$ cat src/rtl/mst_pkg.sv
// shared types and constants of the minimum spanning tree engine
package mst_pkg;

   localparam int MAX_NODES_DEF   = 32;
   localparam int MAX_EDGES_DEF   = 256;
   localparam int WEIGHT_BITS_DEF = 16;
   localparam int NODE_FIELD_W    = 6;
   localparam int TOTAL_BITS      = 21;
   localparam int ERR_W           = 2;
   localparam int QUEUE_DEPTH     = 2;
   localparam logic [NODE_FIELD_W-1:0] NODE_COUNT_RST = 6'd32;

   localparam logic [ERR_W-1:0] ERR_OK  = 2'd0;
   localparam logic [ERR_W-1:0] ERR_OVF = 2'd1;
   localparam logic [ERR_W-1:0] ERR_BAD = 2'd2;

   typedef enum logic [1:0] {
      KIND_STORE,
      KIND_BAD,
      KIND_OVF
   } edge_kind_type;

   typedef enum logic [2:0] {
      S_IDLE,
      S_SCAN,
      S_FIND_A,
      S_FIND_B,
      S_UNION,
      S_SUMMARY
   } back_state_type;

   typedef struct packed {
      logic push;
      logic full;
   } queue_ctl_type;

endpackage

$ cat src/rtl/mst_req_if.sv
// edge input channel
interface mst_req_if #(parameter int WEIGHT_BITS = mst_pkg::WEIGHT_BITS_DEF);
   logic                                 valid;
   logic                                 ready;
   logic        [mst_pkg::NODE_FIELD_W-1:0] node_a;
   logic        [mst_pkg::NODE_FIELD_W-1:0] node_b;
   logic signed [WEIGHT_BITS-1:0]        weight;
   logic                                 last_edge;

   modport source (output valid, node_a, node_b, weight, last_edge, input ready);
   modport sink (input valid, node_a, node_b, weight, last_edge, output ready);
endinterface

$ cat src/rtl/mst_front.sv
// input front: node count register, edge classification and queue push
module mst_front #(
   parameter int MAX_NODES   = mst_pkg::MAX_NODES_DEF,
   parameter int MAX_EDGES   = mst_pkg::MAX_EDGES_DEF,
   parameter int WEIGHT_BITS = mst_pkg::WEIGHT_BITS_DEF
) (
   input  logic                                clock,
   input  logic                                reset,
   mst_req_if.sink                             req_ch,
   input  logic                                csr_wr_en,
   input  logic [mst_pkg::NODE_FIELD_W-1:0]    csr_wr_data,
   output mst_pkg::queue_ctl_type              q_ctl_out,
   input  logic                                q_full,
   output logic [2+1+2*((MAX_NODES>1)?$clog2(MAX_NODES):1)+WEIGHT_BITS-1:0] q_data
);
   localparam int NW = (MAX_NODES > 1) ? $clog2(MAX_NODES) : 1;
   localparam int CW = $clog2(MAX_EDGES + 1);

   logic [mst_pkg::NODE_FIELD_W-1:0] node_count_ff, node_count_in;
   logic [CW-1:0]                    cnt_ff, cnt_in;
   int                               lim_int;
   logic                             bad, ovf, acc;
   mst_pkg::edge_kind_type           kind;
   logic [NW-1:0]                    a_idx, b_idx;

   assign req_ch.ready = !q_full;
   assign acc = req_ch.valid && !q_full;

   always_comb begin
      lim_int = (int'(node_count_ff) > MAX_NODES) ? MAX_NODES : int'(node_count_ff);
      bad = (req_ch.node_a == '0) || (req_ch.node_b == '0) ||
            (int'(req_ch.node_a) > lim_int) || (int'(req_ch.node_b) > lim_int);
      ovf = int'(cnt_ff) >= MAX_EDGES;
      if (bad) begin
         kind = mst_pkg::KIND_BAD;
      end else if (ovf) begin
         kind = mst_pkg::KIND_OVF;
      end else begin
         kind = mst_pkg::KIND_STORE;
      end
      a_idx = NW'(int'(req_ch.node_a) - 1);
      b_idx = NW'(int'(req_ch.node_b) - 1);
      cnt_in = cnt_ff;
      if (acc) begin
         if (req_ch.last_edge) begin
            cnt_in = '0;
         end else if (kind == mst_pkg::KIND_STORE) begin
            cnt_in = cnt_ff + CW'(1);
         end
      end
      node_count_in = csr_wr_en ? csr_wr_data : node_count_ff;
   end

   assign q_ctl_out.push = acc;
   assign q_ctl_out.full = q_full;
   assign q_data = {kind, req_ch.last_edge, a_idx, b_idx, req_ch.weight};

   always_ff @(posedge clock) begin
      if (reset) begin
         node_count_ff <= mst_pkg::NODE_COUNT_RST;
         cnt_ff        <= '0;
      end else begin
         node_count_ff <= node_count_in;
         cnt_ff        <= cnt_in;
      end
   end
endmodule

$ cat src/flat_wrapper.sv
// flat-port wrapper written by rule: the top's interface ports become plain ports
module mst_front_flat 
#(
   parameter int MAX_NODES   = mst_pkg::MAX_NODES_DEF,
   parameter int MAX_EDGES   = mst_pkg::MAX_EDGES_DEF,
   parameter int WEIGHT_BITS = mst_pkg::WEIGHT_BITS_DEF
)
  (clock, reset, csr_wr_en, csr_wr_data, q_ctl_out, q_full, q_data, req_ch_valid, req_ch_node_a, req_ch_node_b, req_ch_weight, req_ch_last_edge, req_ch_ready);
  mst_req_if #(.WEIGHT_BITS(WEIGHT_BITS)) req_ch_i ();
  input  logic clock;
  input  logic reset;
  input  logic csr_wr_en;
  input  logic [mst_pkg::NODE_FIELD_W-1:0] csr_wr_data;
  output mst_pkg::queue_ctl_type q_ctl_out;
  input  logic q_full;
  output logic [2+1+2*((MAX_NODES>1)?$clog2(MAX_NODES):1)+WEIGHT_BITS-1:0] q_data;
  input wire logic [$bits(req_ch_i.valid)-1:0] req_ch_valid;
  input wire logic [$bits(req_ch_i.node_a)-1:0] req_ch_node_a;
  input wire logic [$bits(req_ch_i.node_b)-1:0] req_ch_node_b;
  input wire logic [$bits(req_ch_i.weight)-1:0] req_ch_weight;
  input wire logic [$bits(req_ch_i.last_edge)-1:0] req_ch_last_edge;
  output wire logic [$bits(req_ch_i.ready)-1:0] req_ch_ready;
  assign req_ch_i.valid = req_ch_valid;
  assign req_ch_i.node_a = req_ch_node_a;
  assign req_ch_i.node_b = req_ch_node_b;
  assign req_ch_i.weight = req_ch_weight;
  assign req_ch_i.last_edge = req_ch_last_edge;
  assign req_ch_ready = req_ch_i.ready;
  mst_front #(.MAX_NODES(MAX_NODES), .MAX_EDGES(MAX_EDGES), .WEIGHT_BITS(WEIGHT_BITS)) u_core (.clock(clock), .reset(reset), .req_ch(req_ch_i), .csr_wr_en(csr_wr_en), .csr_wr_data(csr_wr_data), .q_ctl_out(q_ctl_out), .q_full(q_full), .q_data(q_data));
endmodule
$ cat config.mk
export PLATFORM = sky130hd
export DESIGN_NAME = mst_front_flat
export DESIGN_NICKNAME = d
export VERILOG_FILES = /design/src/rtl/mst_pkg.sv /design/src/rtl/mst_req_if.sv /design/src/rtl/mst_front.sv /design/src/flat_wrapper.sv
export SDC_FILE = /design/constraint.sdc
export NUM_CORES = 1
export LEC_CHECK = 0
export BUFFER_PORTS_ARGS = -buffer_cell sky130_fd_sc_hd__buf_4
export CORE_MARGIN = 4
export CORE_UTILIZATION = 42
export CTS_BUF_LIST = sky130_fd_sc_hd__clkbuf_4 sky130_fd_sc_hd__clkbuf_8
export CTS_CLUSTER_DIAMETER = 200
export DETAILED_ROUTE_END_ITERATION = 10
export HOLD_SLACK_MARGIN = 0.06
export MAX_ROUTING_LAYER = met4
export PLACE_DENSITY = 0.76
export SLEW_MARGIN = 10
export SYNTH_ARGS = -nofsm -noshare
export SYNTH_HDL_FRONTEND = slang
export SYNTH_SLANG_ARGS = --single-unit
$ cat constraint.sdc
create_clock -name clock -period 7.54 [get_ports clock]
set_clock_uncertainty 0.05 [all_clocks]
set_input_delay 1.508 -clock clock [delete_from_list [all_inputs] [get_ports clock]]
set_output_delay 1.508 -clock clock [all_outputs]
set_load 0.1 [all_outputs]
==> parameters.txt <==
Parameter                              Value

Global route
  Wire length of the first global-routing pass ... between 4000 and 5000 um
  Largest net degree at the start of global routing ... 11
  Remaining global-route overflow ... 0
  Number of antenna violations at the first check in global routing ... 0
  All-Layer GR Usage ... 13.6%
  Vias in the first global route ... roughly 1100

Detailed routing
  First-pass iteration count of the detailed router ... 4
  Routed met2 length ... about 1100 um
  Drc violations ... 0
  Via count of the routed design ... about 1100
  Highest signal layer in the routed design ... met4
  Antenna Violating Nets Remaining ... 0
  Wire length on met3 ... 259 um
  Total routed wirelength ... 2650 um
  Post-DR wirelength/cell ... ~12 um
  Number of DRC markers in iteration 0 ... 26
  Number of vias per cell ... ~4.9
  Routed metal-1 wire length ... about 1300 um

CTS
  Maximum level of the CTS H-tree ... 1
  Clock net sink count ... 15
  CTS-repair resized insts ... 0
  Max Root-Sink Buffers ... 2
  Total of hold buffers inserted after clock tree synthesis ... 0
  TritonCTS clock tree ... built
  Clock input transition at the sequential cells of the worst setup and hold paths ... 0.08 ns
  Post CTS Setup Buffer Count ... 0
  CTS root buffer ... clkbuf_4
  Worst skew pair latency ... about 0.28 ns
  Number of CTS-inserted buffers ... 3

Hold path
  Hold Path Origin ... u_core.cnt_ff[5]
  Class of the tightest hold or removal check ... register to register
  Hold-critical path depth ... 2

Setup path
  Reg-to-reg startpoint ... u_core.node_count_ff[5]
  Critical Path Sink Type ... primary output
  Worst setup path start ... req_ch_node_a[5]
  Buf/Inv on CP ... 2
  CP Cell Sequence ... buf_4, ha_1, and4_1, nand3_1, a41o_2, or3_1, nor2_1, buf_4
  Cell occurring most often along the worst timing path ... buf_4
  Critical path's top delay family ... simple AND/OR/NAND/NOR gates
  Slack of the worst reg-to-reg path ... roughly 5.1 ns
  Reg2reg path depth ... 8
  Worst Path Class, Setup ... primary input to primary output
  Cell with the biggest individual delay on the critical path ... or3_1
  Worst path max stage delay ... between 0.4 and 0.5 ns
  Worst path depth ... 8
  Maximum fanout count along the critical path ... 6
  Launching element type of the critical path ... primary input
  Data required time at the worst endpoint ... 5.98 ns
  Critical Path AT ... roughly 3.4 ns

Power
  Ratio of total power to cell area ... 152 nW/um^2
  Static leakage ... 0.000719 uW
  Worst-case vdd ir drop ... around 0.077 mV

Yosys
  Post-synthesis cell type with the largest combined area ... dfxtp_1
  Synth Instances ... 163
  Number of nets in the synthesized netlist ... 220
  Sequential cell area fraction in the yosys report ... 22.3%
  Number of distinct standard cells referenced by the synthesized netlist ... 36
  Yosys top cell area share ... 22.3%
  Synth top area cells ... dfxtp_1, ha_1, buf_4
  Synth Warn # ... 0
  Share of async-settable or async-resettable flops after synthesis ... 0%
  Synth Cell Area ... ~1300 sq um
  Dominant synthesized flop cell ... dfxtp_1
  Flip-flop and latch count after synthesis ... 15
  Mean post-synth cell area ... roughly 8.3 sq um
  Post-synth EDFFs ... 0

Die
  Floorplan die height ... about 65 um
  DIE WIDTH ... roughly 65 um
  Initial core utilization ... 44.1%
  Floorplan die area ... 4180 sq um
  Num rows ... 20
  Std-Cell Core Area ... 3050 sq um
  Top-Level Pins ... 72

Placement
  Quantity of I/O buffers inserted on ports ... 39
  Estimated wirelength of the detail-placed design ... around 2200 um
  Worst setup slack before clock tree synthesis ... 2.60 ns
  Final weighted congestion in routability-driven placement ... 0.777

Timing
  Max-slew violation count ... 0
  Min Clock Period, post-route ... 4.95 ns
  Final hold violation count ... 0
  Setup TNS ... 0 ns
  Least setup slack across all paths after layout ... between 2 and 3 ns
  Worst hold-check slack ... roughly 0.43 ns
  Worst Max-Slew Pin Slew ... 0.596 ns
  Max Fclk ... ~0.20 GHz
  Setup repair after global routing missed its margin ... false
  Final Setup Violations ... 0
  Worst slew margin relative to its limit ... about three fifths
  Post-route fraction of the period consumed by the critical path ... 65.7%

Layout
  Total inserted antenna cells ... 0
  Final-layout fill cell count ... roughly 330
  Share of cells above drive strength 1 ... between 20% and 30%
  Most frequent standard cell in the layout excluding fill and tap cells ... buf_4
  Most frequent cells in the layout ... buf_4, ha_1, inv_1, nand2_1, dfxtp_1
  Area growth syn-to-layout ... 15.5%
  Post-layout net count ... ~240

Flow run
  Max-cap violations ... 0

Run status
  Status ... completed
worst min-delay path: cells and delay by family (launching register included):
| kind | cells | cell delay (ns) |
|---|---|---|
| DFF | 1 | 0.32 |
| muxes | 1 | 0.05 |
| and+or+nand+nor | 1 | 0.05 |
report_power, final:
| part | leakage (uW) | internal, uW | total, uW | switching, uW |
|---|---|---|---|---|
| registers | 0.000122 | 81.3 | 82.5 | 1.17 |
| logic | 0.000578 | 29.3 | 105 | 76.0 |
| clock network | 0.0000184 | 24.1 | 48.5 | 24.3 |
| total | 0.000719 | 135 | 236 | 101 |
flip-flops by register name, summed over array words and instances, names as in the netlist:
signal	count
u_core.cnt_ff	9
u_core.node_count_ff	6
layout make-up:
| type | instances | area, sq um | area share [%] |
|---|---|---|---|
| Sequential cell | 15 | 300 | 19.3 |
| Tap cell | 44 | 55.1 | 3.54 |
| Timing Repair Buffer | 39 | 293 | 18.8 |
| Inverter | 15 | 56.3 | 3.62 |
| Clock buffer | 4 | 30.0 | 1.93 |
| Multi-Input combinational cell | 110 | 821 | 52.8 |
layer usage:
metal  global-route usage, %  vias up
met5                       -        -
met4                    6.07        0
met2                    20.6       43
li1                        -      592
met3                    3.47        6
met1                    17.1      482
cells in the mapped netlist (3+ instances only):
cell type and instances:
or3_1 3, nand4_1 3, inv_1 15, nor2b_1 4, nor4_1 4, ha_1 17, nand2_1 15, o221ai_1 3
nor2_1 10, a21oi_1 3, dfxtp_1 15, buf_4 20, xor2_1 5, mux2i_1 9, nand3_1 8
per-stage QoR:
| stage | instance area (sq um) | instances | total power, uW | utilization (%) |
|---|---|---|---|---|
| global placement | 1530 | 223 | 189 | 50.0 |
| detailed placement | 1530 | 223 | 190 | 50.0 |
| finish | 1560 | 227 | 236 | 50.9 |
| global route | 1560 | 227 | 248 | 50.9 |
| CTS | 1560 | 227 | 238 | 50.9 |
| floorplan | 1350 | 163 | 205 | - |
worst paths after layout:
| check | end |
|---|---|
| hold reg to reg | u_core.cnt_ff[5] |
| setup / recovery | q_data[28] |
| hold / removal | u_core.cnt_ff[5] |
| setup reg to reg | u_core.cnt_ff[8] |
cell families after synthesis:
family                     after synthesis  synth area share [%]
and+or+nand+nor                         60                  23.5
adders and majority gates               17                  15.8
buffers and inverters                   38                  16.7
DFF                                     15                  22.3
muxes                                    9                  6.69
AOI/OAI and AO/OA                       18                  11.1
xor gates and xnor gates                 6                  3.90
Power figures use the tool's default switching activity.
