[src/rtl/mst_pkg.sv]
// shared types and constants of the minimum spanning tree engine
package mst_pkg;

   localparam int MAX_NODES_DEF   = 32;
   localparam int MAX_EDGES_DEF   = 256;
   localparam int WEIGHT_BITS_DEF = 16;
   localparam int NODE_FIELD_W    = 6;
   localparam int TOTAL_BITS      = 21;
   localparam int ERR_W           = 2;
   localparam int QUEUE_DEPTH     = 2;
   localparam logic [NODE_FIELD_W-1:0] NODE_COUNT_RST = 6'd32;

   localparam logic [ERR_W-1:0] ERR_OK  = 2'd0;
   localparam logic [ERR_W-1:0] ERR_OVF = 2'd1;
   localparam logic [ERR_W-1:0] ERR_BAD = 2'd2;

   typedef enum logic [1:0] {
      KIND_STORE,
      KIND_BAD,
      KIND_OVF
   } edge_kind_type;

   typedef enum logic [2:0] {
      S_IDLE,
      S_SCAN,
      S_FIND_A,
      S_FIND_B,
      S_UNION,
      S_SUMMARY
   } back_state_type;

   typedef struct packed {
      logic push;
      logic full;
   } queue_ctl_type;

endpackage

[src/rtl/mst_queue.sv]
// short fifo between front and back
module mst_queue #(
   parameter int WIDTH = 8,
   parameter int DEPTH = mst_pkg::QUEUE_DEPTH
) (
   input  logic                   clock,
   input  logic                   reset,
   input  mst_pkg::queue_ctl_type q_ctl_in,
   input  logic [WIDTH-1:0]       wr_data,
   output logic                   full,
   output logic                   rd_valid,
   input  logic                   rd_pop,
   output logic [WIDTH-1:0]       rd_data
);
   localparam int PW = (DEPTH > 1) ? $clog2(DEPTH) : 1;
   localparam int NC = $clog2(DEPTH + 1);

   logic [WIDTH-1:0] slot_ff [DEPTH];
   logic [PW-1:0]    wp_ff, wp_in, rp_ff, rp_in;
   logic [NC-1:0]    n_ff, n_in;
   logic             do_push, do_pop;

   assign full     = (int'(n_ff) == DEPTH);
   assign rd_valid = (n_ff != '0);
   assign rd_data  = slot_ff[rp_ff];
   assign do_push  = q_ctl_in.push && !full;
   assign do_pop   = rd_pop && rd_valid;

   always_comb begin
      wp_in = wp_ff;
      rp_in = rp_ff;
      if (do_push) begin
         wp_in = (int'(wp_ff) == DEPTH - 1) ? '0 : wp_ff + PW'(1);
      end
      if (do_pop) begin
         rp_in = (int'(rp_ff) == DEPTH - 1) ? '0 : rp_ff + PW'(1);
      end
      n_in = n_ff + NC'(do_push) - NC'(do_pop);
   end

   always_ff @(posedge clock) begin
      if (do_push) begin
         slot_ff[wp_ff] <= wr_data;
      end
   end

   always_ff @(posedge clock) begin
      if (reset) begin
         wp_ff <= '0;
         rp_ff <= '0;
         n_ff  <= '0;
      end else begin
         wp_ff <= wp_in;
         rp_ff <= rp_in;
         n_ff  <= n_in;
      end
   end
endmodule

[config.mk]
export PLATFORM = sky130hd
export DESIGN_NAME = mst_queue
export DESIGN_NICKNAME = d
export VERILOG_FILES = /design/src/rtl/mst_pkg.sv /design/src/rtl/mst_queue.sv
export SDC_FILE = /design/constraint.sdc
export NUM_CORES = 1
export LEC_CHECK = 0
export ABC_CLOCK_PERIOD_IN_PS = 1600
export BUFFER_PORTS_ARGS = -buffer_cell sky130_fd_sc_hd__buf_4
export CAP_MARGIN = 0
export CORE_MARGIN = 2
export CORE_UTILIZATION = 30
export CTS_CLUSTER_SIZE = 25
export DETAILED_ROUTE_END_ITERATION = 6
export PLACE_DENSITY = 0.5
export RECOVER_POWER = 50
export SYNTH_ARGS = -nofsm -noshare
export SYNTH_HDL_FRONTEND = slang
export SYNTH_SLANG_ARGS = --single-unit
[constraint.sdc]
create_clock -name clock -period 1.6 [get_ports clock]
set_input_delay 0.08 -clock clock [delete_from_list [all_inputs] [get_ports clock]]
set_output_delay 0.08 -clock clock [all_outputs]
set_load 0.005 [all_outputs]
==> results of run 1 <==
power groups by stage:
stage | logic, mW | registers, mW | clock network [mW]
final | 0.614 | 0.794 | 0.241
after global routing | 0.681 | 0.817 | 0.278
after detailed placement | 0.496 | 0.794 | 0
after CTS | 0.518 | 0.780 | 0.261
after global placement | 0.493 | 0.788 | 0
after floorplan | 0.299 | 0.748 | 0
Yosys cell counts:
cell,number
a21oi_1,1
and2_1,1
and3_2,1
buf_2,1
dfxtp_1,5
edfxtp_1,16
ha_1,2
inv_1,3
inv_2,1
mux2_1,5
mux2_2,3
nand2_1,1
nand2b_2,1
nor2_1,3
nor2b_1,1
nor3_1,1
o21a_2,1
o21ai_0,1
or2_2,1
or3_1,1
xnor2_1,1
xor2_1,1
sequential cells by signal (all words and copies together), names as in the netlist, named ones only:
signal	flops
n_ff	2
slot_ff	16
wp_ff	1
rp_ff	1
what timing repair did:
item                                   CTS  global route
gates resized for setup                  0            12
endpoints found under the hold margin   21             0
hold buffers                             9             0
setup buffers                            0             2
setup endpoints to repair                0             1
worst min-delay path: stages:
cell     delay, ps
buf_4          100
inv_1           40
o21ai_0        140
a21oi_1         70
area by class of cell:
cell class | instances | share of cell area (%)
Tap cell | 30 | 3.12
Clock buffer | 4 | 2.19
Timing Repair Buffer | 34 | 23.1
Multi-Input combinational cell | 26 | 21.6
Inverter | 4 | 1.25
Sequential cell | 21 | 48.7
layout by cell type, fill, tap and decap left out, types with 2 or more instances in the layout:
cell type      count
buf_4             17
clkbuf_4          11
dfxtp_1            3
dlygate4sd3_1      9
edfxtp_1          16
ha_4               2
inv_1              2
inv_2              2
mux2_1             5
mux2_2             3
nor2_1             3
metrics by stage:
step	std cells	hold slack (ps)
after floorplan	52	149
after global placement	104	267
after detailed placement	104	270
after CTS	117	142
after global routing	119	174
final	119	181
how the worst min path moves through the flow:
stage,slack [ps],to,cells past startpoint
floorplan,150,wp_ff,1
global placement,270,slot_ff[1][4],1
detailed placement,270,slot_ff[1][5],1
CTS,140,wp_ff,4
global route,170,wp_ff,4
finish,180,wp_ff,4
cells by family after synthesis:
| family | count (synthesis) |
|---|---|
| muxes | 8 |
| AOI/OAI and AO/OA | 3 |
| DFF | 21 |
| adders and majority gates | 2 |
| and+or+nand+nor | 11 |
| buffers and inverters | 5 |
| xor gates and xnor gates | 2 |
layer usage:
| layer | share of wire, % | vias up | wire length (um) |
|---|---|---|---|
| met5 | 0 | - | 0 |
| met4 | 0.74 | 0 | 10 |
| met2 | 54 | 11 | 727 |
| met1 | 41 | 239 | 557 |
| li1 | - | 259 | - |
| met3 | 4.6 | 2 | 62 |
==> metrics.cfg, run 1 <==
[status]
outcome=completed

[timing]
max_freq_ghz=0.649
fin_crit_ps=1540
tns_ps=0
drv_slew=0
tightest_slew_ps=386
period_share_pct=96.4
hold_viol_final=0
setup-violations-final=0
fin_ws_ps=58.3
slew_headroom_pct=74.3
skew_ps=3.12

[setup_path]
crit_end=n_ff[1]
crit_arrival_ps=1760
crit_fanout=5
crit_chain=o21a_4 > ha_4 > inv_2 > ha_4 > xor2_1 > and2_1 > nor3_2
crit_top_cell=ha_4
worst-r2r-cell-count=7
r2r_setup_slack_ps=60
r2r_start=n_ff[1]
crit_family=adder cells
critical_path.max_stage_delay_ps=380
slowest_stage=dfxtp_4
path_buf_inv=1
worstPathRequired_ps=1820
crit_cells=7
crit_path_start_kind=register
r2r-end=n_ff[1]
startpoint=n_ff[1]
crit_path_end_kind=register
worstSetupPathType=reg -> reg

[grt]
grt_max_degree=12
track_usage_pct=10.1
grt_use_met3_pct=2.09
antenna_found_initial=0
grt_util_met1_pct=11.6
first_global_vias=529
grt-ovfl-total=0
grt_pass1_wl_um=2410
grt.busiest_layer=met2
use_met2_pct=17.0

[final_layout]
multiInputGateArea_um2=260
drive_gt1_share_pct=47.2
regArea_um2=586
antenna_cells=0
areaGrowthSynthToFinish_pct=47.8
postLayoutCellArea_mm2=0.00120
final_nets=105
final_core_util_pct=47.7
fill_cells=250

[pwr]
ir_drop_uv=661
total_power_mw=1.65
leakagePower_nw=0.488
p_comb_share_pct=37.2
power_frac_seq_pct=48.2
power_density_mw_per_mm2=1370
clockPowerShare_pct=14.6
p_int_mw=1.19
p_sw_share_pct=27.9
switching_power_mw=0.460

[die]
row_count=18
fp.coreArea_mm2=0.00252
start_util_pct=32.2
ioPinCount=23
fp.dieW_um=56.1
fp.dieH_um=56.1
die_area_mm2=0.00314

[drt]
dr_total_vias=511
drt_pass1_iterations=2
routed_wl_um=1360
drtAntennaViolNets=0
drtIter0Drc=2
vias_per_cell=4.29
detail_route.wl_per_cell_um=11.4
drc=0

[worst_hold_path]
holdCritStartpoint=q_ctl_in[1]
hp-class=in -> reg

[cts]
htreeDepth=1
clk_path_buf_depth=2
clk_latency_ps=290
clk_root_buffer_cell=clkbuf_4
numCtsBuffers=3
cts_num_sinks=21
cts_tree=built
clkTransAtPathRegs_ps=110

[synthesis]
syn-num-nets=67
synth_top_family_by_area=multiplexers
synthXorXnorAreaFrac_pct=2.15
synth_compound_area_share_pct=2.31
synth_top_area_share_pct=59.1
yosysWarnings=0
synth_top_cell_by_area=edfxtp_1
synthCells=52
yosys.area_share.simple_pct=7.54
yosysUniqueCellTypes=22
synthTopCellsByArea=edfxtp_1 59%, dfxtp_1 12%, mux2_1 6.9%
synth_area_per_cell_um2=15.6
syn_area_um2=813
ys_seq_elements=21
synth_mux_area_share_pct=11.1
synth_fa_ha_area_share_pct=3.08
synth-seq-area-share_pct=71.4

[placed_design]
portBuffers=21
place_ws_ps=57.0
dp_hpwl_um=926
placed_area_mm2=0.00102
gp_congestion=0.664

[run]
cap_violations=0

Note: power is estimated with default switching activity, not from simulation.
==> inputs of run 2 (changes only) <==
--- a/config.mk
+++ b/config.mk
@@ -5,9 +5,10 @@
 export SDC_FILE = /design/constraint.sdc
 export NUM_CORES = 1
 export LEC_CHECK = 0
-export ABC_CLOCK_PERIOD_IN_PS = 1600
+export ABC_CLOCK_PERIOD_IN_PS = 1800
 export BUFFER_PORTS_ARGS = -buffer_cell sky130_fd_sc_hd__buf_4
 export CAP_MARGIN = 0
+export CORE_ASPECT_RATIO = 1.75
 export CORE_MARGIN = 2
 export CORE_UTILIZATION = 30
 export CTS_CLUSTER_SIZE = 25
==> constraint.sdc (replaced) <==
create_clock -name clock -period 1.8 [get_ports clock]
set_input_delay 0.09 -clock clock [delete_from_list [all_inputs] [get_ports clock]]
set_output_delay 0.09 -clock clock [all_outputs]
set_load 0.005 [all_outputs]
==> run 2 against run 1 <==
Net effect: non-clock buffer count fell by 13; sequential power fell by 13%; count of clock-buffer cells in the layout fell by 1; flip-flop and latch count did not move; core utilization fell by 7.9 points; worst setup slack improved by 180 ps; global-route usage fell by 1.6 points; combinational power fell by 33%; final cell count fell by 13%.
==> metrics.cfg, run 2 (synthesis gave the netlist of run 1 again) <==
[status]
outcome=completed

[die]
fp.dieH_um=72.9
fp.coreArea_mm2=0.00263
die_area_mm2=0.00316
fp.dieW_um=43.4
row_count=25
start_util_pct=31.0
ioPinCount=23

[setup_path]
crit_path_end_kind=register
crit_path_start_kind=register
r2r_setup_slack_ps=240
crit_fanout=5
r2r_start=n_ff[1]
worst-r2r-cell-count=7
worstPathRequired_ps=1980
r2r-end=n_ff[1]
worstSetupPathType=reg -> reg
crit_arrival_ps=1750

[final_layout]
antenna_cells=0
stdcell_count=103
mostFrequentLayoutCell=edfxtp_1
final_nets=92
top_register=slot_ff
areaGrowthSynthToFinish_pct=28.5
largestRegisters=slot_ff (16), n_ff (2)
largest_reg_flops=16
mostFrequentLayoutCells=16 x edfxtp_1, 12 x buf_4, 9 x clkbuf_4, 5 x mux2_1, 5 x dfxtp_1
drive_gt1_share_pct=40.8

[cts]
htreeDepth=1
hold_buffers=0
cts_tree=built
clk_path_buf_depth=2
clkTransAtPathRegs_ps=70
cts_num_sinks=21
numCtsBuffers=3
clk_latency_ps=250
cts_resized=0
post_cts_buffers=0
clk_root_buffer_cell=clkbuf_8

[timing]
hold_viol_final=0
max_freq_ghz=0.641
setup-violations-final=0
rsz0062_at_grt=false
period_share_pct=86.7
tightest_slew_ps=397
fin_crit_ps=1560
drv_slew=0
tns_ps=0
skew_ps=1.49
slew_headroom_pct=73.5

[run]
cap_violations=0

[drt]
drc=0
vias_per_cell=4.40
drt_pass1_iterations=4
drtIter0Drc=8
drtAntennaViolNets=0
detail_route.wl_per_cell_um=12.1
dr_total_vias=453
routed_wl_um=1250

[pwr]
p_comb_share_pct=29.5
ir_drop_uv=613
switching_power_mw=0.374
p_int_mw=1.03
clockPowerShare_pct=21.5
power_frac_seq_pct=49.0
power_density_mw_per_mm2=1340
p_sw_share_pct=26.7
leakagePower_nw=0.435

[placed_design]
portBuffers=21
placedCellCount=99
dp_hpwl_um=947
gp_congestion=0.649

[grt]
grt_pass1_wl_um=1930
first_global_vias=459
antenna_found_initial=0
grt-ovfl-total=0
grt_max_degree=13
track_usage_pct=8.51

[worst_hold_path]
holdPathEnd=wp_ff
holdPathStages=2
holdCritStartpoint=reset
hp-class=in -> reg

[run 2: cell count changes in the layout (fill, tap and decap cells not counted), sizes merged]
cell	delta
buf	-5
clkinv	+1
dlygate4sd3	-9
[run 2: layout make-up]
class,instances,area (um2)
clock inverters,1,5.00
well taps,27,33.8
repair buffers,21,158
flip-flops and latches,21,581
clock buffers,3,41.3
inverters,4,15.0
multi-input cells,26,211
fillers,278,1580
[run 2: power by group through the flow]
stage	combinational (mW)	sequential (mW)	clock [mW]
2_1_floorplan	0.266	0.665	0
3_3_place_gp	0.419	0.699	0
3_5_place_dp	0.430	0.702	0
4_1_cts	0.433	0.691	0.310
5_1_grt	0.462	0.700	0.323
6_report	0.413	0.688	0.302
[run 2: critical path, stage by stage (launching register included)]
cell and delay (ps):
dfxtp_1 350, o21a_2 240, ha_1 270, inv_1 40
ha_1 180, xor2_1 150, and2_1 150, nor3_1 110
[run 2: worst max path at each step]
stage / from / end / slack, ps / cells after the start
final: n_ff[1] / n_ff[1] / 240 / 7
after global routing: n_ff[0] / n_ff[1] / 100 / 8
after CTS: n_ff[0] / n_ff[1] / 210 / 8
after detailed placement: n_ff[0] / n_ff[1] / 200 / 8
after global placement: n_ff[1] / n_ff[1] / 290 / 7
after floorplan: n_ff[1] / n_ff[1] / 330 / 7
[run 2: stage by stage]
step           total power, mW  utilization, %  cell area (um2)  setup slack, ps  hold WS, ps
3_3_place_gp              1.12            38.0             1000              286          277
2_1_floorplan            0.931               -              813              331          159
5_1_grt                   1.49            39.8             1040              104         33.9
6_report                  1.40            39.8             1040              239         29.7
4_1_cts                   1.43            39.8             1050              208         9.75
3_5_place_dp              1.13            38.0             1000              204          278
[run 2: layer usage]
layer / vias up / GRT usage [%] / share of wire, %
met5: - / 0 / 0
met4: 0 / 5.05 / 1.1
met3: 2 / 2.23 / 8.0
met2: 17 / 14.6 / 53
met1: 202 / 9.08 / 38
li1: 232 / - / -
==> inputs of run 3 (changes only) <==
--- a/config.mk
+++ b/config.mk
@@ -9,11 +9,9 @@
 export BUFFER_PORTS_ARGS = -buffer_cell sky130_fd_sc_hd__buf_4
 export CAP_MARGIN = 0
 export CORE_ASPECT_RATIO = 1.75
-export CORE_MARGIN = 2
 export CORE_UTILIZATION = 30
 export CTS_CLUSTER_SIZE = 25
 export DETAILED_ROUTE_END_ITERATION = 6
-export PLACE_DENSITY = 0.5
 export RECOVER_POWER = 50
 export SYNTH_ARGS = -nofsm -noshare
 export SYNTH_HDL_FRONTEND = slang
==> run 3 against run 2 <==
Net effect: final cell count is 0.97% lower; core utilization is 1.4 points higher; sequential power grew 0.7%; clock power fell by 4%; power is 0.79% lower; count of clock-buffer cells in the layout grew 1; final area down 0.60%; global-route usage up 2.0 points; critical path depth stayed put; register-to-register slack about the same; largest cell class unchanged; largest power group unchanged.
==> metrics.cfg, run 3 (synthesis gave the netlist of run 1 again) <==
[status]
outcome=completed

[final_layout]
areaGrowthSynthToFinish_pct=27.7
largest_reg_flops=16
mostFrequentLayoutCells=16 x edfxtp_1, 12 x buf_4, 8 x clkbuf_4, 5 x mux2_1, 5 x dfxtp_1
multiInputGateArea_um2=211
final_nets=92
drive_gt1_share_pct=38.2
final_core_util_pct=41.2
fill_cells=250
antenna_cells=0
mostFrequentLayoutCell=edfxtp_1
regArea_um2=581
top_register=slot_ff
largestRegisters=slot_ff (16), n_ff (2)

[timing]
slew_headroom_pct=72.9
max_freq_ghz=0.645
tns_ps=0
tightest_slew_ps=407
drv_slew=0
setup-violations-final=0
fin_crit_ps=1550
hold_viol_final=0
skew_ps=0.729
period_share_pct=86.2
rsz0062_at_grt=false

[grt]
first_global_vias=497
track_usage_pct=10.5
grt-ovfl-total=0
antenna_found_initial=0
grt_max_degree=12
grt_pass1_wl_um=2080

[setup_path]
worstPathRequired_ps=1980
slowest_stage=dfxtp_1
path_buf_inv=1
crit_path_start_kind=register
critical_path.max_stage_delay_ps=350
crit_family=adder cells
worstSetupPathType=reg -> reg
crit_fanout=5
crit_chain=o21a_2 > ha_1 > inv_1 > ha_1 > xor2_1 > and2_1 > nor3_1
crit_arrival_ps=1730
crit_path_end_kind=register
crit_top_cell=ha_1

[pwr]
leakagePower_nw=0.429
power_density_mw_per_mm2=1340
ir_drop_uv=563

[drt]
drtIter0Drc=11
drc=0
routed_wl_um=1270
drt_pass1_iterations=2
drtAntennaViolNets=0
detail_route.wl_per_cell_um=12.5
vias_per_cell=4.75
dr_total_vias=484

[worst_hold_path]
hp-class=in -> reg

[die]
row_count=24
fp.dieW_um=41.4
die_area_mm2=0.00293
fp.dieH_um=70.9
ioPinCount=23
fp.coreArea_mm2=0.00252
start_util_pct=32.2

[placed_design]
gp_congestion=0.626
dp_hpwl_um=926
portBuffers=21

[run]
cap_violations=0

[cts]
htreeDepth=1
cts_tree=built
numCtsBuffers=3
clk_path_buf_depth=2
clk_root_buffer_cell=clkbuf_8
cts_num_sinks=21
hold_buffers=0
clkTransAtPathRegs_ps=70
cts_resized=0
clk_latency_ps=250
post_cts_buffers=0

run 3: changes by cell type in the layout (fill, tap and decap cells not counted):
cell	change
clkbuf_1	+2
clkbuf_4	-1
clkinv_2	-1
run 3: routing by layer:
metal / global-route usage [%] / vias up / wire length [um]
met4: 5.38 / 0 / 17
met3: 1.88 / 2 / 57
li1: - / 230 / -
met2: 18.2 / 16 / 726
met1: 11.0 / 236 / 471
met5: 0 / - / 0
run 3: path summary, 6_finish.rpt:
path	from	to	slack [ps]	cells past startpoint
max reg2reg	n_ff[1]	n_ff[1]	250	7
max	n_ff[1]	n_ff[1]	250	7
min	reset	wp_ff	40	2
min reg2reg	wp_ff	wp_ff	500	2
run 3: stage by stage:
step	instances	setup WS (ps)	instance area (um2)	power (mW)	hold slack, ps
floorplan	52	331	813	0.931	159
global placement	98	277	998	1.12	276
detailed placement	98	248	998	1.13	280
CTS	102	232	1040	1.42	16.1
global route	102	107	1040	1.50	42.8
finish	102	249	1040	1.39	41.6
run 3: area by class of cell:
class                      count  area share, %
clock buffer                   4           4.34
inverter                       4           1.45
multi-input combinational     26           20.4
sequential                    21           55.9
tap                           26           3.13
timing repair buffer          21           14.8
run 3: worst register-to-register path, cell delays in order, from the launching register on:
cell and delay, ps:
dfxtp_1 350, o21a_2 240, ha_1 270, inv_1 40, ha_1 170, xor2_1 150, and2_1 150, nor3_1 110
run 3: where the power goes:
group          switching (mW)  internal [mW]  total (mW)  leakage [nW]
combinational           0.164          0.246       0.410         0.215
sequential             0.0657          0.627       0.693         0.191
clock                   0.132          0.157       0.289        0.0228
